<file path="src/rtl/core/tce_pkg.sv">
// Shared constants, types and helper functions of the turtle command engine.
// Used by tce_ctrl, tce_dp and turtle_command_engine_core; no dependencies.
`default_nettype none

package tce_pkg;

   // Sizing
   localparam int STACK_DEPTH    = 16;
   localparam int TRIG_FRAC_BITS = 16;
   localparam int PTR_W          = (STACK_DEPTH > 1) ? $clog2(STACK_DEPTH) : 1;
   localparam int CNT_W          = $clog2(STACK_DEPTH + 1);

   localparam int KIND_W = 3;
   localparam int AMT_W  = 32;
   localparam int POS_W  = 32;
   localparam int HEAD_W = 25;
   localparam int REM_W  = 23;   // remainder within a quarter turn
   localparam int D_W    = POS_W + 2;

   // Command codes
   localparam logic [KIND_W-1:0] KIND_FWD     = 3'd0;
   localparam logic [KIND_W-1:0] KIND_BACK    = 3'd1;
   localparam logic [KIND_W-1:0] KIND_LEFT    = 3'd2;
   localparam logic [KIND_W-1:0] KIND_RIGHT   = 3'd3;
   localparam logic [KIND_W-1:0] KIND_PEN_UP  = 3'd4;
   localparam logic [KIND_W-1:0] KIND_PEN_DN  = 3'd5;
   localparam logic [KIND_W-1:0] KIND_SAVE    = 3'd6;
   localparam logic [KIND_W-1:0] KIND_RESTORE = 3'd7;

   // Angle constants, degrees Q16.16
   localparam logic [HEAD_W-1:0] FULL_TURN    = 25'd23592960;
   localparam logic [HEAD_W-1:0] QUARTER_TURN = 25'd5898240;
   localparam logic [HEAD_W-1:0] HALF_TURN    = 25'd11796480;
   localparam logic [HEAD_W-1:0] THREE_QUARTER_TURN = 25'd17694720;
   localparam logic [26:0]       DEG_TO_RAD   = 27'd74961321;   // pi/180 in Q32
   localparam logic [31:0]       Q30_ONE      = 32'h4000_0000;

   // Shared multiplier
   localparam int MUL_W  = 34;
   localparam int PROD_W = 2 * MUL_W;

   // Trig values
   localparam int TMAG_W     = TRIG_FRAC_BITS + 1;
   localparam int TRIG_W     = TRIG_FRAC_BITS + 2;
   localparam int TRIG_SH    = 30 - TRIG_FRAC_BITS;
   localparam int TRIG_HALF  = (1 << TRIG_SH) >> 1;
   localparam logic [PROD_W-1:0] ROUND_HALF = PROD_W'(1) << (TRIG_FRAC_BITS - 1);

   // Series evaluation: five sine steps, then six cosine steps
   localparam int STEP_W = 4;
   localparam logic [STEP_W-1:0] SIN_LAST = 4'd4;
   localparam logic [STEP_W-1:0] COS_LAST = 4'd10;
   localparam logic [7:0] HORNER_K [0:10] = '{
      8'd110, 8'd72, 8'd42, 8'd20, 8'd6,
      8'd132, 8'd90, 8'd56, 8'd30, 8'd12, 8'd2};
   localparam logic [31:0] HORNER_RECIP [0:10] = '{
      32'((64'd1 << 32) / 64'd110), 32'((64'd1 << 32) / 64'd72),
      32'((64'd1 << 32) / 64'd42),  32'((64'd1 << 32) / 64'd20),
      32'((64'd1 << 32) / 64'd6),   32'((64'd1 << 32) / 64'd132),
      32'((64'd1 << 32) / 64'd90),  32'((64'd1 << 32) / 64'd56),
      32'((64'd1 << 32) / 64'd30),  32'((64'd1 << 32) / 64'd12),
      32'((64'd1 << 32) / 64'd2)};

   // Heading reduction: bias to non-negative, then reciprocal multiply
   localparam int              TURN_SH    = 55;
   localparam logic [31:0]     TURN_RECIP = 32'((64'd1 << TURN_SH) / 64'd23592960);
   localparam logic [MUL_W-1:0] TURN_BIAS = 34'd2170552320;   // 92 full turns

   // Controller to datapath operations
   localparam int OP_W = 4;
   localparam logic [OP_W-1:0] OP_NONE   = 4'd0;
   localparam logic [OP_W-1:0] OP_ACCEPT = 4'd1;
   localparam logic [OP_W-1:0] OP_DISP   = 4'd2;
   localparam logic [OP_W-1:0] OP_TURN   = 4'd3;
   localparam logic [OP_W-1:0] OP_SQ     = 4'd4;
   localparam logic [OP_W-1:0] OP_X2     = 4'd5;
   localparam logic [OP_W-1:0] OP_HA     = 4'd6;
   localparam logic [OP_W-1:0] OP_HB     = 4'd7;
   localparam logic [OP_W-1:0] OP_HC     = 4'd8;
   localparam logic [OP_W-1:0] OP_SF     = 4'd9;
   localparam logic [OP_W-1:0] OP_SG     = 4'd10;
   localparam logic [OP_W-1:0] OP_CF     = 4'd11;
   localparam logic [OP_W-1:0] OP_MX     = 4'd12;
   localparam logic [OP_W-1:0] OP_MY     = 4'd13;
   localparam logic [OP_W-1:0] OP_MZ     = 4'd14;
   localparam logic [OP_W-1:0] OP_RSP    = 4'd15;

   typedef struct packed {
      logic [OP_W-1:0]   op;
      logic [STEP_W-1:0] step;
   } tce_cmd_type;

   typedef struct packed {
      logic is_move;
      logic is_turn;
   } tce_stat_type;

   typedef struct packed {
      logic [POS_W-1:0]  x;
      logic [POS_W-1:0]  y;
      logic [HEAD_W-1:0] head;
      logic              pen;
   } tce_entry_type;

   // Clamp a Q30 value to [0, 1] and round half up to the trig precision
   function automatic logic [TMAG_W-1:0] to_trig(input logic signed [31:0] v);
      logic [30:0] c;
      logic [31:0] s;
      if (v < 0) begin
         c = '0;
      end else if (v > $signed(Q30_ONE)) begin
         c = Q30_ONE[30:0];
      end else begin
         c = v[30:0];
      end
      s = {1'b0, c} + 32'(TRIG_HALF);
      return TMAG_W'(s >> TRIG_SH);
   endfunction

   // Drop the trig fraction bits, rounding half away from zero
   function automatic logic signed [D_W-1:0] scale_round(input logic signed [PROD_W-1:0] p);
      logic [PROD_W-1:0] mag;
      logic              neg;
      neg = p[PROD_W-1];
      mag = neg ? PROD_W'(-p) : PROD_W'(p);
      mag = (mag + ROUND_HALF) >> TRIG_FRAC_BITS;
      return neg ? -$signed(D_W'(mag)) : $signed(D_W'(mag));
   endfunction

endpackage

`default_nettype wire

</file>
<file path="src/rtl/core/tce_ctrl.sv">
// Sequencing state machine of the turtle command engine.
// Depends on tce_pkg; drives the datapath tce_dp through tce_cmd_type.
`default_nettype none

module tce_ctrl (
   input  wire logic                  clock,
   input  wire logic                  reset,
   input  wire logic                  req_valid,
   output logic                       req_stall,
   output logic                       rsp_valid,
   input  wire logic                  rsp_stall,
   input  wire tce_pkg::tce_stat_type stat,
   output tce_pkg::tce_cmd_type       cmd
);

   localparam logic [3:0] S_IDLE = 4'd0;
   localparam logic [3:0] S_DISP = 4'd1;
   localparam logic [3:0] S_TURN = 4'd2;
   localparam logic [3:0] S_SQ   = 4'd3;
   localparam logic [3:0] S_X2   = 4'd4;
   localparam logic [3:0] S_HA   = 4'd5;
   localparam logic [3:0] S_HB   = 4'd6;
   localparam logic [3:0] S_HC   = 4'd7;
   localparam logic [3:0] S_SF   = 4'd8;
   localparam logic [3:0] S_SG   = 4'd9;
   localparam logic [3:0] S_CF   = 4'd10;
   localparam logic [3:0] S_MX   = 4'd11;
   localparam logic [3:0] S_MY   = 4'd12;
   localparam logic [3:0] S_MZ   = 4'd13;
   localparam logic [3:0] S_DONE = 4'd14;

   logic [3:0]                  state_ff, state_in;
   logic [tce_pkg::STEP_W-1:0]  step_ff, step_in;
   logic                        rsp_valid_ff, rsp_valid_in;

   always_comb begin
      state_in     = state_ff;
      step_in      = step_ff;
      rsp_valid_in = rsp_valid_ff && rsp_stall;
      cmd.op       = tce_pkg::OP_NONE;
      cmd.step     = step_ff;
      case (state_ff)
         S_IDLE: begin
            if (req_valid) begin
               cmd.op   = tce_pkg::OP_ACCEPT;
               state_in = S_DISP;
            end
         end
         S_DISP: begin
            cmd.op = tce_pkg::OP_DISP;
            if (stat.is_move) begin
               state_in = S_SQ;
            end else if (stat.is_turn) begin
               state_in = S_TURN;
            end else begin
               state_in = S_DONE;
            end
         end
         S_TURN: begin
            cmd.op   = tce_pkg::OP_TURN;
            state_in = S_DONE;
         end
         S_SQ: begin
            cmd.op   = tce_pkg::OP_SQ;
            step_in  = '0;
            state_in = S_X2;
         end
         S_X2: begin
            cmd.op   = tce_pkg::OP_X2;
            state_in = S_HA;
         end
         S_HA: begin
            cmd.op   = tce_pkg::OP_HA;
            state_in = S_HB;
         end
         S_HB: begin
            cmd.op   = tce_pkg::OP_HB;
            state_in = S_HC;
         end
         S_HC: begin
            cmd.op  = tce_pkg::OP_HC;
            step_in = step_ff + 1'b1;
            if (step_ff == tce_pkg::SIN_LAST) begin
               state_in = S_SF;
            end else if (step_ff == tce_pkg::COS_LAST) begin
               state_in = S_CF;
            end else begin
               state_in = S_HA;
            end
         end
         S_SF: begin
            cmd.op   = tce_pkg::OP_SF;
            state_in = S_SG;
         end
         S_SG: begin
            cmd.op   = tce_pkg::OP_SG;
            state_in = S_HA;
         end
         S_CF: begin
            cmd.op   = tce_pkg::OP_CF;
            state_in = S_MX;
         end
         S_MX: begin
            cmd.op   = tce_pkg::OP_MX;
            state_in = S_MY;
         end
         S_MY: begin
            cmd.op   = tce_pkg::OP_MY;
            state_in = S_MZ;
         end
         S_MZ: begin
            cmd.op   = tce_pkg::OP_MZ;
            state_in = S_DONE;
         end
         S_DONE: begin
            // hold until the output register is free
            if (!rsp_valid_ff || !rsp_stall) begin
               cmd.op       = tce_pkg::OP_RSP;
               rsp_valid_in = 1'b1;
               state_in     = S_IDLE;
            end
         end
         default: begin
            state_in = S_IDLE;
         end
      endcase
   end

   always_ff @(posedge clock) begin
      if (reset) begin
         state_ff     <= S_IDLE;
         step_ff      <= '0;
         rsp_valid_ff <= 1'b0;
      end else begin
         state_ff     <= state_in;
         step_ff      <= step_in;
         rsp_valid_ff <= rsp_valid_in;
      end
   end

   assign req_stall = (state_ff != S_IDLE);
   assign rsp_valid = rsp_valid_ff;

endmodule

`default_nettype wire

</file>
<file path="config.mk">
export PLATFORM = sky130hd
export DESIGN_NAME = tce_ctrl
export DESIGN_NICKNAME = d
export VERILOG_FILES = /design/src/rtl/core/tce_pkg.sv /design/src/rtl/core/tce_ctrl.sv
export SDC_FILE = /design/constraint.sdc
export NUM_CORES = 1
export LEC_CHECK = 0
export BUFFER_PORTS_ARGS = -buffer_cell sky130_fd_sc_hd__buf_4
export CORE_MARGIN = 2
export CORE_UTILIZATION = 46
export CTS_CLUSTER_SIZE = 14
export DETAILED_ROUTE_END_ITERATION = 12
export HOLD_SLACK_MARGIN = 0.15
export PLACE_DENSITY = 0.71
export SYNTH_ARGS = -nofsm -noshare
export SYNTH_HDL_FRONTEND = slang
export SYNTH_SLANG_ARGS = --single-unit
</file>
<file path="constraint.sdc">
create_clock -name clock -period 1.3 [get_ports clock]
set_input_delay 0.13 -clock clock [delete_from_list [all_inputs] [get_ports clock]]
set_output_delay 0.13 -clock clock [all_outputs]
set_load 0.05 [all_outputs]
</file>
# Word level (Yosys, flattened, before mapping)
# Cells that the tools add are included.
[word_totals] regBits=9 output_inout_bits=10 word_cells=45
[op_classes] add_sub_neg=1 eq_ne=18 n_mux=13 reduce_logical=10
[ops] operator="$pmux 4 s15" count=1
[ops] operator="$pmux 4 s13" count=1
[ops] operator="$eq 4x4->1 const B" count=8
[ops] operator="$mux 4" count=7
[ops] operator="$eq 4x3->1 const B" count=5
[ops] operator="$eq 4x2->1 const B" count=2
[ops] operator="$pmux 4 s2" count=1
[ops] operator="$add 4x1->4 const B" count=1
[ops] operator="$eq 4x1->1 const B" count=1
[ops] operator="$logic_not 4->1" count=1
[ops] operator="$ne 2x2->1 const B" count=2
[ops] operator="$reduce_bool 4->1" count=1
[ops] operator="$reduce_or 2->1" count=2
[ops] operator="$mux 1" count=3
[ops] operator="$logic_not 1->1" count=2
[ops] operator="$reduce_and 2->1" count=1
[ops] operator="$reduce_bool 2->1" count=1
[ops] operator="$logic_and 1x1->1" count=1
[ops] operator="$logic_or 1x1->1" count=1

# Depth between registers and ports, before layout
# Gate-level depths: netlist of run 1.
[logic_depth] depth_word=4 depth_mapped=6 ltp_nobuf=6

# Least setup slack after synthesis of run 1
# No wires, ideal clock.
[synth_path] path_kind="register to output" start="register rsp_valid_ff (netlist: rsp_valid)" end="output port cmd[4] (netlist bit)" t_arrival_ns=2.057 setup_slack_ns=-0.887 stages_incl_launch_ff=3 path_buffers=0 path_cell_list="dfxtp_1 -> and4_1 -> a221oi_1"
[synth_rtl] element="start, declared" line="tce_ctrl.sv:34" text="logic rsp_valid_ff, rsp_valid_in;"
[synth_rtl] element="start signal, assigned" line="tce_ctrl.sv:137" text="rsp_valid_ff <= rsp_valid_in;"
[synth_rtl] element="end, declared" line="tce_ctrl.sv:13" text="output tce_pkg::tce_cmd_type cmd"

==> reports/results.txt, run 1 <==
Clock Path Buffers - 2
top cell type's share of synthesized area - 0.266
placed cell count - 135
share of flip-flops with an asynchronous set or reset - 0
worst-margin pin slew - 340 ps
pre-CTS setup slack - -95.6 ps
P_leak - 0.000503 uW
CTS Root Cell - clkbuf_4
Placeable Area - 1330 um2
Tmin final - 1480 ps
endpoints failing hold - 0
Die Span Y - 42.4 um
dpl cell area - 976 um2
synth top area cells - dfxtp_1 (27%), a21oi_1 (8.1%), nand2_1 (6.1%)
area leader, netlist - dfxtp_1
H-tree Lvls - 1
Mapped Cells - 91
register bit total from synthesis - 9
design area - 1210 um2
Critical Path Source Type - flip-flop
post-synthesis cell area - 677 um2
Nets - 144
RSZ-0062 raised after global routing - true
Buffers on Ports - 15
CTS tree - built
Max Cap Violations - 0
ant diodes - 0
DRC viols - 0
Worst Setup End Kind - output port
First-pass DRT Iterations - 4
cts bufs inserted - 3
Main synth FF type - dfxtp_1
Ys Warns - 0
routed vias - 915
I/O pin count - 16
antenna violations before repair - 0
CTS clk-pin slew, worst paths - 70 ps
Routed Antenna Nets - 0
vias in the first global route - 795
highest clock rate - 0.677 GHz
Slew HR - 0.773
synth-to-layout area growth - 78.7%
failing checks - negative setup slack
slack of the critical path - -177 ps
Non-Filler Instances - 149
Std-Cell Rows - 13
CP Max Fanout - 6
register area share after synthesis - 0.266
Pins Over Slew Limit - 0
starting density of the core - 0.508
overall routing resource usage - 0.287
Netlist cell types - 35
full die area - 1790 um2
Fill cells - 57
Syn Nets - 100
Synth top cells by count - a21oi_1 (11), nand2_1 (11), dfxtp_1 (9)
Overflow after GRT - 0
Min-Delay Path Class - in -> reg
status - complete, but fails checks
global-route wire length before repair - 3.82 mm
CP arrival - 1350 ps
CTS sink count - 9
Die Wd - 42.4 um
hold slack - 151 ps
Required @ worst endpoint - 1170 ps
Worst IR Drop VDD - 1.73 mV
largest net degree at the start of global routing - 15
critical path class - reg -> out
power per cell area - 2480 nW/um2
layout cells sized above 1 - 0.597
FF-to-FF path depth - 4
Worst Clk Skew - 1.37 ps
EDFF count, synth - 0
Final Util - 0.907
Via density - 6.14
syn_area_per_cell - 7.44 um2
DRT iter0 DRCs - 31
worst skew pair latency - 280 ps
final WL - 2.80 mm
WL/cell - 18.8 um
hold path cells - 3
hpwl dp - 1.50 mm
Final Cycle Share - 1.14
GPL Wtd Cong - 0.813
final setup fails - 10
==> layout make-up <==
class / count / area [um2] / share of cell area
clock buffer: 4 / 26.3 / 0.0217
inverter: 5 / 18.8 / 0.0155
multi-input combinational: 70 / 541 / 0.447
sequential: 9 / 209 / 0.173
tap: 15 / 18.8 / 0.0155
timing repair buffer: 46 / 397 / 0.328
==> power by group <==
part           internal, uW  switching, uW
Clock                   119            122
Sequential              367            128
Combinational          1040           1220
==> through the flow <==
stage | TNS [ps] | power (uW)
global placement | -152 | 2100
global route | -1170 | 3110
finish | -820 | 3000
CTS | -474 | 2700
detailed placement | -258 | 2150
floorplan | -30.7 | 1560
==> worst paths after layout <==
check / startpoint / endpoint / slack (ps)
min: req_valid / state_ff[0] / 150
max: state_ff[1] / cmd[7] / -180
min reg2reg: step_ff[3] / step_ff[3] / 500
max reg2reg: state_ff[3] / state_ff[2] / -80
==> metal layers <==
layer | up-vias | share of wire | global-route usage
li1 | 412 | - | -
met1 | 429 | 0.41 | 0.397
met2 | 57 | 0.46 | 0.422
met3 | 17 | 0.084 | 0.0474
met4 | 0 | 0.040 | 0.150
met5 | - | 0 | 0
==> state kept, by name, summed over array words and instances, names as in the netlist <==
signal and cells:
rsp_valid 1, state_ff 4, step_ff 4
==> cell families after synthesis <==
group,count (synthesis),synth area share
and+or+nand+nor,36,0.292
DFF,9,0.266
AOI/OAI and AO/OA,31,0.292
buffers and inverters,12,0.0943
adders and majority gates,3,0.0555
==> cell usage in the layout, fill, tap and decap left out, types with 4 or more instances in the layout <==
cell type	count
nand2_1	8
buf_6	7
dfxtp_4	7
buf_4	35
nand3_1	4
a21oi_1	10
==> repair_timing <==
action | in CTS | in global routing
buffers inserted | 3 | 7
setup endpoints to repair | 10 | 9
gates resized for setup | 27 | 10
hold buffers | 1 | 0
endpoints found under the hold margin | 7 | 0
pin swaps | 6 | 11
==> critical path, stage by stage (launching register included) <==
cell and delay, ps:
dfxtp_4 400, buf_6 110, nand2_2 60, nor2_2 160, nand2_1 100, nand2_2 90, buf_8 140
No activity file was read; power rests on OpenSTA's default activity.
==> inputs of run 2 (changes only) <==
GPL_TIMING_DRIVEN = 0   (was unset)
SETUP_SLACK_MARGIN = 0.2   (was unset)
==> run 2 against run 1 <==
Compared with the run above: the run still ends with negative setup slack left; first-iteration DRC count rose to 3.4 times the previous value; global-route usage increased by 3.6 points; worst hold slack better by 27 ps; critical path type unchanged.
==> reports/results.txt, run 2 (same netlist as run 1, synthesis figures left out) <==
Final Util - 0.928
status - complete, but fails checks
Non-Filler Instances - 142
final setup fails - 11
Clk pwr share - 0.079
worst-margin pin slew - 479 ps
crit path cell chain - buf_6, nor3_4, a221oi_4, buf_6
Crit-path slowest cell - dfxtp_2
highest clock rate - 0.690 GHz
most frequent cells in the layout - buf_4 (19), buf_6 (14), a21oi_1 (9)
ant diodes - 0
Critical Path Source Type - flip-flop
CTS Root Cell - clkbuf_4
hpwl dp - 1.29 mm
CTS clk-pin slew, worst paths - 70 ps
Pint - 1460 uW
Placeable Area - 1330 um2
pre-CTS setup slack - -118 ps
design area - 1240 um2
final WL - 3.45 mm
Min-Delay Path Class - in -> reg
Die Span Y - 42.4 um
RSZ-0062 raised after global routing - true
Final Cycle Share - 1.12
Seq pwr share - 0.159
most common cell after layout, fill and taps aside - buf_4
endpoints failing hold - 0
FF-to-FF path depth - 6
Routed Antenna Nets - 0
Worst Clk Skew - 0.650 ps
Nets - 137
worst skew pair latency - 270 ps
hold path cells - 3
Overflow after GRT - 0
failing checks - negative setup slack
Pins Over Slew Limit - 0
placed cell count - 120
GPL Wtd Cong - 0.809
routed vias - 1024
full die area - 1790 um2
DRC viols - 0
WL/cell - 24.3 um
Clock Path Buffers - 2
Slew HR - 0.681
critical path class - reg -> out
CP Max Fanout - 6
Fill cells - 52
CTS tree - built
P_leak - 0.000477 uW
Largest stage delay, worst path - 320 ps
First-pass DRT Iterations - 5
I/O pin count - 16
largest net degree at the start of global routing - 11
CP arrival - 1320 ps
Tmin final - 1450 ps
power per cell area - 2440 nW/um2
Buffers on Ports - 14
Max Cap Violations - 0
overall routing resource usage - 0.323
dpl cell area - 911 um2
starting density of the core - 0.508
H-tree Lvls - 1
layout cells sized above 1 - 0.614
synth-to-layout area growth - 82.8%
slack of the critical path - -150 ps
Required @ worst endpoint - 1170 ps
R2R setup slack - -90 ps
Comb power frac - 0.761
Hold Crit Start - rsp_stall
CTS sink count - 9
Hold Path End - rsp_valid
DRT iter0 DRCs - 106
worst reg2reg endpoint - state_ff[3]
vias in the first global route - 804
Reg2Reg Launch Point - state_ff[1]
Std-Cell Rows - 13
most used cell, CP - buf_6
Overall Power - 3020 uW
global-route wire length before repair - 4.26 mm
antenna violations before repair - 0
cts bufs inserted - 3
Die Wd - 42.4 um
NetSw - 1560 uW
Sw Share - 0.517
Via density - 7.21
Worst Setup End Kind - output port
Worst IR Drop VDD - 1.96 mV
[run 2: power groups by stage]
stage	combinational, uW	sequential (uW)	clock (uW)
after detailed placement	1550	433	0
after floorplan	1230	421	0
after global placement	1520	432	0
final	2300	481	239
after CTS	1970	459	232
after global routing	2350	480	242
[run 2: how the worst max path moves through the flow]
stage                      startpoint           to  cells past startpoint
after global routing      state_ff[1]       cmd[4]                      4
final                     state_ff[1]       cmd[4]                      4
after global placement    state_ff[1]  state_ff[3]                      5
after CTS                 state_ff[1]       cmd[4]                      4
after floorplan             rsp_valid       cmd[4]                      2
after detailed placement  state_ff[1]  state_ff[3]                      5
[run 2: layout make-up]
cell class,count,area (um2),area share
Timing Repair Buffer,32,285,0.231
Sequential cell,9,204,0.165
Multi-Input combinational cell,70,603,0.487
Clock buffer,4,26.3,0.0212
Tap cell,15,18.8,0.0152
Buffer,7,78.8,0.0637
Inverter,5,21.3,0.0172
[run 2: per-stage QoR]
| step | setup TNS [ps] | hold slack, ps |
|---|---|---|
| 5_1_grt | -1110 | 169 |
| 2_1_floorplan | 0 | 266 |
| 6_report | -930 | 178 |
| 3_3_place_gp | -70.3 | 405 |
| 3_5_place_dp | -145 | 413 |
| 4_1_cts | -475 | 159 |
[run 2: worst max-delay path, delay by kind of cell (launching register included)]
| family | cells | cell delay (ps) |
|---|---|---|
| AO/OA/AOI/OAI | 1 | 110 |
| buffers and inverters | 2 | 300 |
| AND/OR/NAND/NOR | 1 | 310 |
| flip-flops | 1 | 320 |
[run 2: metal layers]
metal | track usage | up-vias | part of all wire
li1 | - | 407 | -
met1 | 0.438 | 465 | 0.36
met2 | 0.495 | 120 | 0.46
met3 | 0.0388 | 32 | 0.12
met4 | 0.169 | 0 | 0.061
met5 | 0 | - | 0
[run 2: timing repair]
| action | 4_1_cts | 5_1_grt |
|---|---|---|
| hold buffers | 1 | 0 |
| endpoints found under the hold margin | 1 | 0 |
| pin swaps | 6 | 7 |
| resized for setup | 31 | 12 |
| cloned | 0 | 1 |
| setup endpoints to repair | 11 | 16 |
| buffers inserted | 11 | 5 |
